## config.mk

```make
export PLATFORM = sky130hd
export DESIGN_NAME = hcm_ctrl
export DESIGN_NICKNAME = d
export VERILOG_FILES = /design/src/hcm_pkg.sv /design/src/hcm_ctrl.sv
export SDC_FILE = /design/constraint.sdc
export NUM_CORES = 1
export LEC_CHECK = 0
export ABC_AREA = 1
export BUFFER_PORTS_ARGS = -buffer_cell sky130_fd_sc_hd__buf_4
export CAP_MARGIN = 20
export CORE_AREA = 3 3 40 42
export CTS_BUF_LIST = sky130_fd_sc_hd__clkbuf_16
export DETAILED_ROUTE_END_ITERATION = 10
export DIE_AREA = 0 0 43 45
export GPL_ROUTABILITY_DRIVEN = 0
export PLACE_DENSITY_LB_ADDON = 0.12
export SLEW_MARGIN = 20
export SYNTH_ARGS = -nofsm -noshare
export SYNTH_HDL_FRONTEND = slang
export SYNTH_SLANG_ARGS = --single-unit
```

## constraint.sdc

```tcl
create_clock -name clk -period 3.3 [get_ports clk]
set_input_delay 0.165 -clock clk [delete_from_list [all_inputs] [get_ports clk]]
set_output_delay 0.165 -clock clk [all_outputs]
set_load 0.05 [all_outputs]
```

## src/hcm_pkg.sv

```systemverilog
// Shared types, register codes and Sobel kernels for the Harris corner mask.
// No dependencies; all files but hcm_ram use it, hcm_checker also by import.
package hcm_pkg;

  localparam int MAX_WIDTH_DEF  = 1024;
  localparam int MAX_HEIGHT_DEF = 1024;

  localparam int CFG_DW = 48;
  localparam int CFG_IW = 4;

  localparam logic [CFG_IW-1:0] REG_IMAGE_WIDTH  = 4'd0;
  localparam logic [CFG_IW-1:0] REG_IMAGE_HEIGHT = 4'd1;
  localparam logic [CFG_IW-1:0] REG_K_Q16        = 4'd2;
  localparam logic [CFG_IW-1:0] REG_THRESHOLD    = 4'd3;

  localparam logic [10:0] WIDTH_RST  = 11'd640;
  localparam logic [10:0] HEIGHT_RST = 11'd480;
  localparam logic [15:0] K_RST      = 16'd3277;
  localparam logic [47:0] THR_RST    = 48'd409600;

  localparam logic [7:0] MARK_CORNER = 8'd0;
  localparam logic [7:0] MARK_PLAIN  = 8'd255;

  typedef struct packed {
    logic [7:0] pixel;
    logic       drain;
  } pix_t;

  typedef struct packed {
    logic [7:0] mark;
    logic       is_corner;
    logic       last;
  } res_t;

  // one entry of the product line store
  typedef struct packed {
    logic        [19:0] xx;
    logic        [19:0] yy;
    logic signed [20:0] xy;
  } prod_t;

  localparam int PROD_W = 61;

  typedef logic signed [2:0] coef_t;

  localparam coef_t SOBEL_X [9] = '{-3'sd1, 3'sd0, 3'sd1, -3'sd2, 3'sd0, 3'sd2,
                                    -3'sd1, 3'sd0, 3'sd1};
  localparam coef_t SOBEL_Y [9] = '{-3'sd1, -3'sd2, -3'sd1, 3'sd0, 3'sd0, 3'sd0,
                                    3'sd1, 3'sd2, 3'sd1};

  typedef struct packed {
    logic       take;
    logic       grd_rd;
    logic       win_rd;
    logic [4:0] tap_idx;
    logic       prod_we;
    logic       mul1;
    logic       mul2;
    logic       mul3;
    logic       mul4;
    logic       emit;
    logic       advance;
  } cmd_t;

  typedef struct packed {
    logic drop;
    logic emit_en;
    logic out_free;
  } sts_t;

endpackage

```

## src/hcm_ctrl.sv

```systemverilog
// Sequencer for the corner mask: steps the datapath through gradient taps,
// product write, window taps, response multiplies and result hand-off. Uses hcm_pkg.
module hcm_ctrl (
  input  logic          clk,
  input  logic          rst,
  input  logic          pix_valid,
  input  hcm_pkg::sts_t sts,
  output hcm_pkg::cmd_t cmd
);

  localparam logic [3:0] S_IDLE  = 4'd0;
  localparam logic [3:0] S_GRD   = 4'd1;
  localparam logic [3:0] S_GLAST = 4'd2;
  localparam logic [3:0] S_PROD  = 4'd3;
  localparam logic [3:0] S_WIN   = 4'd4;
  localparam logic [3:0] S_WLAST = 4'd5;
  localparam logic [3:0] S_MUL1  = 4'd6;
  localparam logic [3:0] S_MUL2  = 4'd7;
  localparam logic [3:0] S_MUL3  = 4'd8;
  localparam logic [3:0] S_MUL4  = 4'd9;
  localparam logic [3:0] S_EMIT  = 4'd10;

  logic [3:0] state, state_next;
  logic [4:0] cnt, cnt_next;

  always_ff @(posedge clk) begin
    if (rst) begin
      state <= S_IDLE;
      cnt   <= '0;
    end else begin
      state <= state_next;
      cnt   <= cnt_next;
    end
  end

  always_comb begin
    cmd        = '0;
    state_next = state;
    cnt_next   = cnt;
    cmd.tap_idx = cnt;
    case (state)
      S_IDLE: begin
        cmd.take = 1'b1;
        cnt_next = '0;
        if (pix_valid && !sts.drop) begin
          state_next = S_GRD;
        end
      end
      S_GRD: begin
        cmd.grd_rd = 1'b1;
        cnt_next   = cnt + 5'd1;
        if (cnt == 5'd8) begin
          state_next = S_GLAST;
        end
      end
      S_GLAST: state_next = S_PROD;
      S_PROD: begin
        cmd.prod_we = 1'b1;
        cnt_next    = '0;
        if (sts.emit_en) begin
          state_next = S_WIN;
        end else begin
          cmd.advance = 1'b1;
          state_next  = S_IDLE;
        end
      end
      S_WIN: begin
        cmd.win_rd = 1'b1;
        cnt_next   = cnt + 5'd1;
        if (cnt == 5'd24) begin
          state_next = S_WLAST;
        end
      end
      S_WLAST: state_next = S_MUL1;
      S_MUL1: begin
        cmd.mul1   = 1'b1;
        state_next = S_MUL2;
      end
      S_MUL2: begin
        cmd.mul2   = 1'b1;
        state_next = S_MUL3;
      end
      S_MUL3: begin
        cmd.mul3   = 1'b1;
        state_next = S_MUL4;
      end
      S_MUL4: begin
        cmd.mul4   = 1'b1;
        state_next = S_EMIT;
      end
      S_EMIT: begin
        if (sts.out_free) begin
          cmd.emit    = 1'b1;
          cmd.advance = 1'b1;
          state_next  = S_IDLE;
        end
      end
      default: state_next = S_IDLE;
    endcase
  end

endmodule

```

==> qor_table.md, run 1 <==
| Item | This run |
|---|---|
| Run status | completed |
| Number of failing hold endpoints at the final stage | 0 |
| Largest net degree at the start of global routing | 9 |
| Final critical-path required period | 1.592 ns |
| Post-route core utilization | 0.6913 |
| Number of top-level pins | 21 |
| Path class of the lowest-slack min-delay path | primary input to register |
| Leakage power total | 0.4078 nW |
| Worst-margin pin slew | 0.3158 ns |
| Antenna cells | 0 |
| Detailed router's first-iteration violation count | 11 |
| Clock-pin slew on the worst setup and hold paths | 0.04 ns |
| Highest cell delay on the worst timing path | 0.49 ns |
| Number of optimization iterations in the first detailed-route pass | 4 |
| Mean number of vias per cell | 5.127 |
| Clock latency on the worst-skew pair | 0.24 ns |
| Gr ovfl total | 0 |
| Peak fanout along the critical path | 6 |
| Fmax | 628.0 MHz |
| Vias in the first global route | 611 |
| Area enclosed by the die boundary | 1935 um2 |
| Seq/Total Area, Yosys | 0.2813 |
| Antenna viol nets, final | 0 |
| Number of nets in the synthesized netlist | 103 |
| Number of vias in the routed layout | 687 |
| CTS Buffer Depth | 2 |
| Setup repair after global routing missed its margin | no |
| Max-slew violation count | 0 |
| Setup skew after layout | 0.003864 ns |
| Accumulated negative setup slack | 0 ns |
| Fillers | 110 |
| Area of combinational cells with multiple inputs | 400.4 um2 |
| CTS Hold Bufs | 0 |
| Count of port buffers added during placement | 20 |
| Post-route clock period utilization | 0.4825 |
| Mean instance size in the synthesized netlist | 6.743 um2 |
| Relative slew slack | 0.7892 |
| Routed wirelength normalized by instance count | 12.19 um |
| Post-route total power | 0.7248 mW |
| Num rows | 13 |
| Quantity of gates resized following cts | 0 |
| CTS Root Cell | sky130_fd_sc_hd__clkbuf_16 |
| Critical path class | register to output pin |
| Top library cells by usage in the layout, fill and taps aside | 20 x sky130_fd_sc_hd__buf_4, 17 x sky130_fd_sc_hd__nand2_1, 12 x sky130_fd_sc_hd__inv_1 |
| Critical path endpoint category | output pin |
| Antenna violations before repair | 0 |
| Area added between synthesis and finish | 38.67% |
| List of cells traversed by the critical path | nand2_1 -> inv_1 -> nand2_1 -> o22ai_1 -> buf_4 |
| Number of instances in the synthesized netlist | 95 |
| Count of endpoints failing setup in the final report | 0 |
| First-pass GRT wire length | 2532 um |
| Most common library cell in the layout ignoring fill and taps | sky130_fd_sc_hd__buf_4 |
| Worst Path Arrival | 1.43 ns |
| Number of nets in the layout | 128 |
| TritonCTS clock tree | done |
| Placed cell count | 130 |
| Die boundary width | 43 um |
| Required time of the critical path | 3.13 ns |
| Number of buffers inserted by post-CTS setup repair | 0 |
| Sequential Area | 180.2 um2 |
| Library cell contributing the largest single delay on the critical path | sky130_fd_sc_hd__dfxtp_1 |
| H-Tree Depth | 1 |
| Warnings from Yosys | 0 |
| Overall die height | 45 um |
| Share of final-layout standard cells stronger than drive strength 1 | 0.3782 |
| GRT Overall Usage | 0.1776 |
| Kind of launch point of the worst setup path | register |
| Number of distinct standard cells referenced by the synthesized netlist | 21 |
| CTS sink cnt | 9 |
| Critical path's most frequent cell | sky130_fd_sc_hd__nand2_1 |
| Starting density of the core | 0.4985 |
| CTS Buf Count | 3 |
| Final routed wirelength across all metal layers | 1633 um |
| Post-route non-filler standard cell count | 134 |
| PD cells | 815.9 nW/um2 |
| Post-Syn Area | 640.6 um2 |
| DRC violations left | 0 |
| Worst supply voltage drop on vdd | 0.0003115 V |
| Max_cap viols | 0 |
| DP HPWL | 1245 um |
| Floorplan Core Area | 1285 um2 |
| Number of storage elements in the synthesis netlist | 9 |
## stage by stage
stage | hold WS, ns | cell area, um2 | setup slack [ns]
after global routing | 0.1562 | 888.4 | 1.604
after detailed placement | 0.3860 | 809.5 | 1.967
after CTS | 0.1416 | 888.4 | 1.711
final | 0.1398 | 888.4 | 1.708
after floorplan | 0.2341 | 640.6 | 1.577
after global placement | 0.3846 | 809.5 | 1.981
## layout make-up
cell class / instances / area share
Clock inverter: 1 / 0.004225
Multi-Input combinational cell: 70 / 0.4507
Sequential cell: 9 / 0.2028
Timing Repair Buffer: 20 / 0.1690
Tap cell: 15 / 0.02113
Clock buffer: 3 / 0.08451
Inverter: 16 / 0.06761
## registers in the layout, summed over array words and instances, names as in the netlist
register / cells
state: 4
cnt: 5
## routing by layer
layer | vias to the layer above | share of wire | global-route usage
li1 | 348 | - | -
met1 | 307 | 0.43 | 0.2034
met2 | 26 | 0.49 | 0.2994
met3 | 6 | 0.064 | 0.06375
met4 | 0 | 0.017 | 0.07831
met5 | - | 0 | 0
## kinds of logic (layout without fill, tap and decap cells)
family                     count (synthesis)  count (layout)  synth area share
AOI/OAI and AO/OA                         15              15            0.1328
xor gates and xnor gates                   2               2           0.02735
adders and majority gates                  2               2           0.03906
buffers and inverters                     16              40           0.09375
DFF                                        9               9            0.2812
and+or+nand+nor                           51              51            0.4258
## path summary, 6_finish.rpt
kind	cells past startpoint	start	slack [ns]	end
worst max-delay path	5	state[0]	1.71	cmd[0]
worst min-delay path	2	rst	0.14	cnt[3]
worst max register to register	10	cnt[0]	1.98	state[1]
worst min register to register	1	cnt[0]	0.51	cnt[0]
## synthesized netlist by cell type
library cell	number	share of area
sky130_fd_sc_hd__nand2_1	17	0.10
sky130_fd_sc_hd__o21ai_2	2	0.027
sky130_fd_sc_hd__nand2_2	8	0.078
sky130_fd_sc_hd__inv_1	11	0.064
sky130_fd_sc_hd__nor2_2	1	0.0098
sky130_fd_sc_hd__a21oi_1	8	0.063
sky130_fd_sc_hd__a31oi_1	1	0.0098
sky130_fd_sc_hd__nand4_1	2	0.020
sky130_fd_sc_hd__o22ai_1	1	0.0098
sky130_fd_sc_hd__nand2_4	2	0.035
sky130_fd_sc_hd__xnor2_1	1	0.014
sky130_fd_sc_hd__o21ai_1	1	0.0078
sky130_fd_sc_hd__dfxtp_1	9	0.28
sky130_fd_sc_hd__nor3_1	1	0.0078
sky130_fd_sc_hd__nand3_1	6	0.047
sky130_fd_sc_hd__o21ai_0	2	0.016
sky130_fd_sc_hd__nor2_4	4	0.070
sky130_fd_sc_hd__inv_2	5	0.029
sky130_fd_sc_hd__xor2_1	1	0.014
sky130_fd_sc_hd__ha_1	2	0.039
sky130_fd_sc_hd__nor2_1	10	0.059
## worst max-delay path, delay by kind of cell (launching register included)
| kind | cells | cell delay [ns] |
|---|---|---|
| buffers and inverters | 2 | 0.30 |
| AND/OR/NAND/NOR | 2 | 0.24 |
| flip-flops | 1 | 0.49 |
| AO/OA/AOI/OAI | 1 | 0.15 |
## report_power, final
group          total [mW]  internal (mW)  switching (mW)
combinational       0.354          0.110           0.243
sequential          0.158          0.127          0.0309
clock               0.213          0.158          0.0544
total               0.725          0.396           0.329
(Power assumes the default switching activity.)
==> run 2: changes to the inputs <==
- ABC_AREA: 1 -> 0
- CORE_AREA: 3 3 40 42 -> 3 3 42 44
- DIE_AREA: 0 0 43 45 -> 0 0 45 47
- clock period: 3.3 -> 1.55 ns (I/O delays scaled with it)
==> run 2 against run 1 <==
Compared with the run above: clock power rose by 110%; worst setup slack got worse by 1.6 ns; final cell count fell by 3.7%; via count rose by 7.6%; hold slack got worse by 0.027 ns; final area rose by 9.0%; die area rose by 9.3%; non-clock buffer count rose by 5; clock skew fell by 0.0022 ns; combinational power fell by 36%; total power rose by 29%; core utilization fell by 3.3 points; largest cell class unchanged.
==> qor_table.md, run 2 <==
| Item | This run | Delta |
|---|---|---|
| List of cells traversed by the critical path | nor2_1 -> and4_2 -> or2_4 -> buf_4 | was nand2_1 -> inv_1 -> nand2_1 -> o22ai_1 -> buf_4 |
| Hold wc startpoint | rst | unchanged |
| Number of distinct standard cells referenced by the synthesized netlist | 36 | was 21 |
| GRT Max-Usage Layer | met1 | was met2 |
| Library cell contributing the largest single delay on the critical path | sky130_fd_sc_hd__dfxtp_2 | was sky130_fd_sc_hd__dfxtp_1 |
| Leakage power total | 0.4037 nW | was 0.4078 nW |
| Die boundary width | 45 um | was 43 um |
| Relative slew slack | 0.7246 | was 0.7892 |
| Number of optimization iterations in the first detailed-route pass | 4 | unchanged |
| Number of flip-flops in the largest register | 5 | unchanged |
| Clock-pin slew on the worst setup and hold paths | 0.04 ns | about the same |
| Overall die height | 47 um | was 45 um |
| Number of failing hold endpoints at the final stage | 0 | unchanged |
| Mean instance size in the synthesized netlist | 7.548 um2 | was 6.743 um2 |
| Antenna viol nets, final | 0 | unchanged |
| CTS Buf Count | 3 | unchanged |
| Most common library cell in the layout ignoring fill and taps | sky130_fd_sc_hd__buf_4 | unchanged |
| Int Pwr | 0.6667 mW | was 0.3961 mW |
| Startpoint of the worst-slack reg-to-reg timing path | cnt[0] | unchanged |
| First-pass GRT wire length | 3036 um | was 2532 um |
| Accumulated negative setup slack | 0 ns | unchanged |
| Clock group share of total power | 0.477 | was 0.294 |
| Relative contribution of sequential cells to total power | 0.281 | was 0.218 |
| CTS sink cnt | 9 | unchanged |
| Number of nets in the layout | 122 | was 128 |
| Number of instances in the synthesized netlist | 91 | was 95 |
| Largest cells by area after synthesis | sky130_fd_sc_hd__dfxtp_1 26%, sky130_fd_sc_hd__nand2b_1 6.4%, sky130_fd_sc_hd__nor3_1 4.4% | was sky130_fd_sc_hd__dfxtp_1 28%, sky130_fd_sc_hd__nand2_1 10%, sky130_fd_sc_hd__nand2_2 7.8% |
| Top cell type by total area after synthesis | sky130_fd_sc_hd__dfxtp_1 | unchanged |
| Worst supply voltage drop on vdd | 0.0005720 V | was 0.0003115 V |
| Top library cells by usage in the layout, fill and taps aside | 25 x sky130_fd_sc_hd__buf_4, 7 x sky130_fd_sc_hd__inv_1, 7 x sky130_fd_sc_hd__nor2_1 | was 20 x sky130_fd_sc_hd__buf_4, 17 x sky130_fd_sc_hd__nand2_1, 12 x sky130_fd_sc_hd__inv_1 |
| Worst Path Arrival | 1.40 ns | was 1.43 ns |
| Peak fanout along the critical path | 8 | was 6 |
| Antenna violations before repair | 0 | unchanged |
| Combinational cell fraction of total power | 0.242 | was 0.488 |
| Warnings from Yosys | 0 | unchanged |
| Number of top-level pins | 21 | unchanged |
| CTS Buffer Depth | 2 | unchanged |
| Largest registers in the final layout | cnt (5), state (4) | unchanged |
| Path class of the lowest-slack min-delay path | primary input to register | unchanged |
| Number of vias in the routed layout | 739 | was 687 |
| Num rows | 14 | was 13 |
| Global-route met1 utilization | 0.2805 | was 0.2034 |
| Post-route clock period utilization | 0.9551 |  |
| Max-slew violation count | 0 | unchanged |
| Antenna cells | 0 | unchanged |
| Final routed wirelength across all metal layers | 1861 um | was 1633 um |
| Share of final-layout standard cells stronger than drive strength 1 | 0.3451 | was 0.3782 |
| Min-Delay Endpoint | cnt[1] | was cnt[3] |
| Number of storage elements in the synthesis netlist | 9 | unchanged |
| Number of nets in the synthesized netlist | 99 | was 103 |
| Highest cell delay on the worst timing path | 0.39 ns | was 0.49 ns |
| Grt met2 use | 0.2599 | was 0.2994 |
| Post-Syn Area | 686.9 um2 | was 640.6 um2 |
| Async SR Flop Fraction | 0 | unchanged |
| Post-route core utilization | 0.6582 | was 0.6913 |
| Area enclosed by the die boundary | 2115 um2 | was 1935 um2 |
| Run status | completed | unchanged |
| Largest net degree at the start of global routing | 15 | was 9 |
| Met3 Use GR | 0.04981 | was 0.06375 |
| Gr ovfl total | 0 | unchanged |
| Top register by number of flip-flops | cnt | unchanged |
| Floorplan Core Area | 1471 um2 | was 1285 um2 |
| Share of the synthesized area in the top cell type | 0.2623 | was 0.2813 |
| GRT Overall Usage | 0.1972 | was 0.1776 |
| CTS Root Cell | sky130_fd_sc_hd__clkbuf_16 | unchanged |
| Required time of the critical path | 1.47 ns | was 3.13 ns |
| Kind of launch point of the worst setup path | register | unchanged |
| DP HPWL | 1263 um | was 1245 um |
| Routed wirelength normalized by instance count | 14.43 um | was 12.19 um |
| DRC violations left | 0 | unchanged |
| Seq/Total Area, Yosys | 0.2623 | was 0.2813 |
| H-Tree Depth | 1 | unchanged |
| Setup repair after global routing missed its margin | no | unchanged |
| Count of endpoints failing setup in the final report | 0 | unchanged |
| Starting density of the core | 0.4668 | was 0.4985 |
| Most numerous cell in the Yosys netlist | sky130_fd_sc_hd__dfxtp_1 | was sky130_fd_sc_hd__nand2_1 |
| Fmax | 675.5 MHz |  |
| Reg2Reg Depth | 5 | was 10 |
| Max_cap viols | 0 | unchanged |
| Share of total power consumed by net switching | 0.2882 | was 0.4535 |
| Most used flip-flop cell after synthesis | sky130_fd_sc_hd__dfxtp_1 | unchanged |
| Switching power of the nets | 0.2700 mW | was 0.3287 mW |
| Vias in the first global route | 650 | was 611 |
| Mean number of vias per cell | 5.729 | was 5.127 |
| TritonCTS clock tree | done | unchanged |
| Count of port buffers added during placement | 20 | unchanged |
| Hold Slack | 0.1129 ns | was 0.1398 ns |
| Final critical-path required period | 1.480 ns |  |
| Detailed router's first-iteration violation count | 23 | was 11 |
| Worst-margin pin slew | 0.4131 ns | was 0.3158 ns |
| Cell depth of the worst hold path | 2 | unchanged |
| End of the worst register-to-register path | state[0] | was state[1] |
| Critical path class | register to output pin | unchanged |
| Setup skew after layout | 0.001696 ns | was 0.003864 ns |
| Clock latency on the worst-skew pair | 0.23 ns | was 0.24 ns |
| Critical path endpoint category | output pin | unchanged |
| Area added between synthesis and finish | 40.98% | was 38.67% |
| Number of enable-type register cells in the synthesized netlist | 0 | unchanged |
| Ranking of synthesized cells by instance count | 9 x sky130_fd_sc_hd__dfxtp_1, 7 x sky130_fd_sc_hd__nand2b_1, 7 x sky130_fd_sc_hd__nor2_1, 6 x sky130_fd_sc_hd__inv_1, 6 x sky130_fd_sc_hd__nor3_1 | was 17 x sky130_fd_sc_hd__nand2_1, 11 x sky130_fd_sc_hd__inv_1, 10 x sky130_fd_sc_hd__nor2_1, 9 x sky130_fd_sc_hd__dfxtp_1 |
| Setup slack, reg-to-reg | 0.14 ns | was 1.98 ns |
| PD cells | 967.2 nW/um2 | was 815.9 nW/um2 |
run 2: metrics by stage:
step	setup WS [ns]	cell area (um2)	cells	power, mW
4_1_cts	0.01872	953.4	129	0.9376
2_1_floorplan	0.05285	703.2	91	0.4255
3_5_place_dp	0.08825	872.1	125	0.4839
6_report	0.06963	968.4	129	0.9367
5_1_grt	0.01779	968.4	129	0.9874
3_3_place_gp	0.09857	872.1	125	0.4815
run 2: power by group through the flow:
stage / sequential (mW) / clock, mW / combinational (mW)
floorplan: 0.266 / 0 / 0.159
global placement: 0.265 / 0 / 0.216
detailed placement: 0.265 / 0 / 0.218
CTS: 0.263 / 0.454 / 0.221
global route: 0.267 / 0.474 / 0.246
finish: 0.263 / 0.447 / 0.226
run 2: critical path: cells and delay by family (launching register included):
kind                   cells  cell delay, ns
buffers and inverters      1            0.18
DFF                        1            0.39
and+or+nand+nor            3            0.60
run 2: how the worst max path moves through the flow:
stage                  start        to  slack, ns
floorplan           state[3]    cmd[2]       0.05
global placement    state[0]  state[0]        0.1
detailed placement  state[0]  state[0]       0.09
CTS                 state[0]    cmd[0]       0.02
global route        state[0]    cmd[0]       0.02
finish              state[2]    cmd[0]       0.07
run 2: cells by family after synthesis:
kind of cell / after synthesis / share of synthesized area
xor+xnor: 2 / 0.02551
compound gates: 22 / 0.2259
buf+inv: 13 / 0.08924
flops: 9 / 0.2623
simple gates: 43 / 0.3607
fa+ha+maj: 2 / 0.03642
run 2: what timing repair did:
item	4_1_cts	5_1_grt
gates resized for setup	2	3
setup buffers	0	0
hold buffers	0	0
endpoints found under the setup margin	2	3
run 2: metal layers:
| metal | part of all wire | vias up |
|---|---|---|
| met4 | 0.022 | 0 |
| met5 | 0 | - |
| met1 | 0.44 | 326 |
| li1 | - | 374 |
| met3 | 0.084 | 6 |
| met2 | 0.46 | 33 |
run 2: cell type report:
type | count | area [um2]
timing repair buffer | 25 | 187.7
tap | 16 | 20.02
clock inverter | 1 | 3.754
fill | 132 | 503.0
inverter | 6 | 22.52
sequential | 9 | 187.7
multi-input combinational | 69 | 471.7
clock buffer | 3 | 75.07
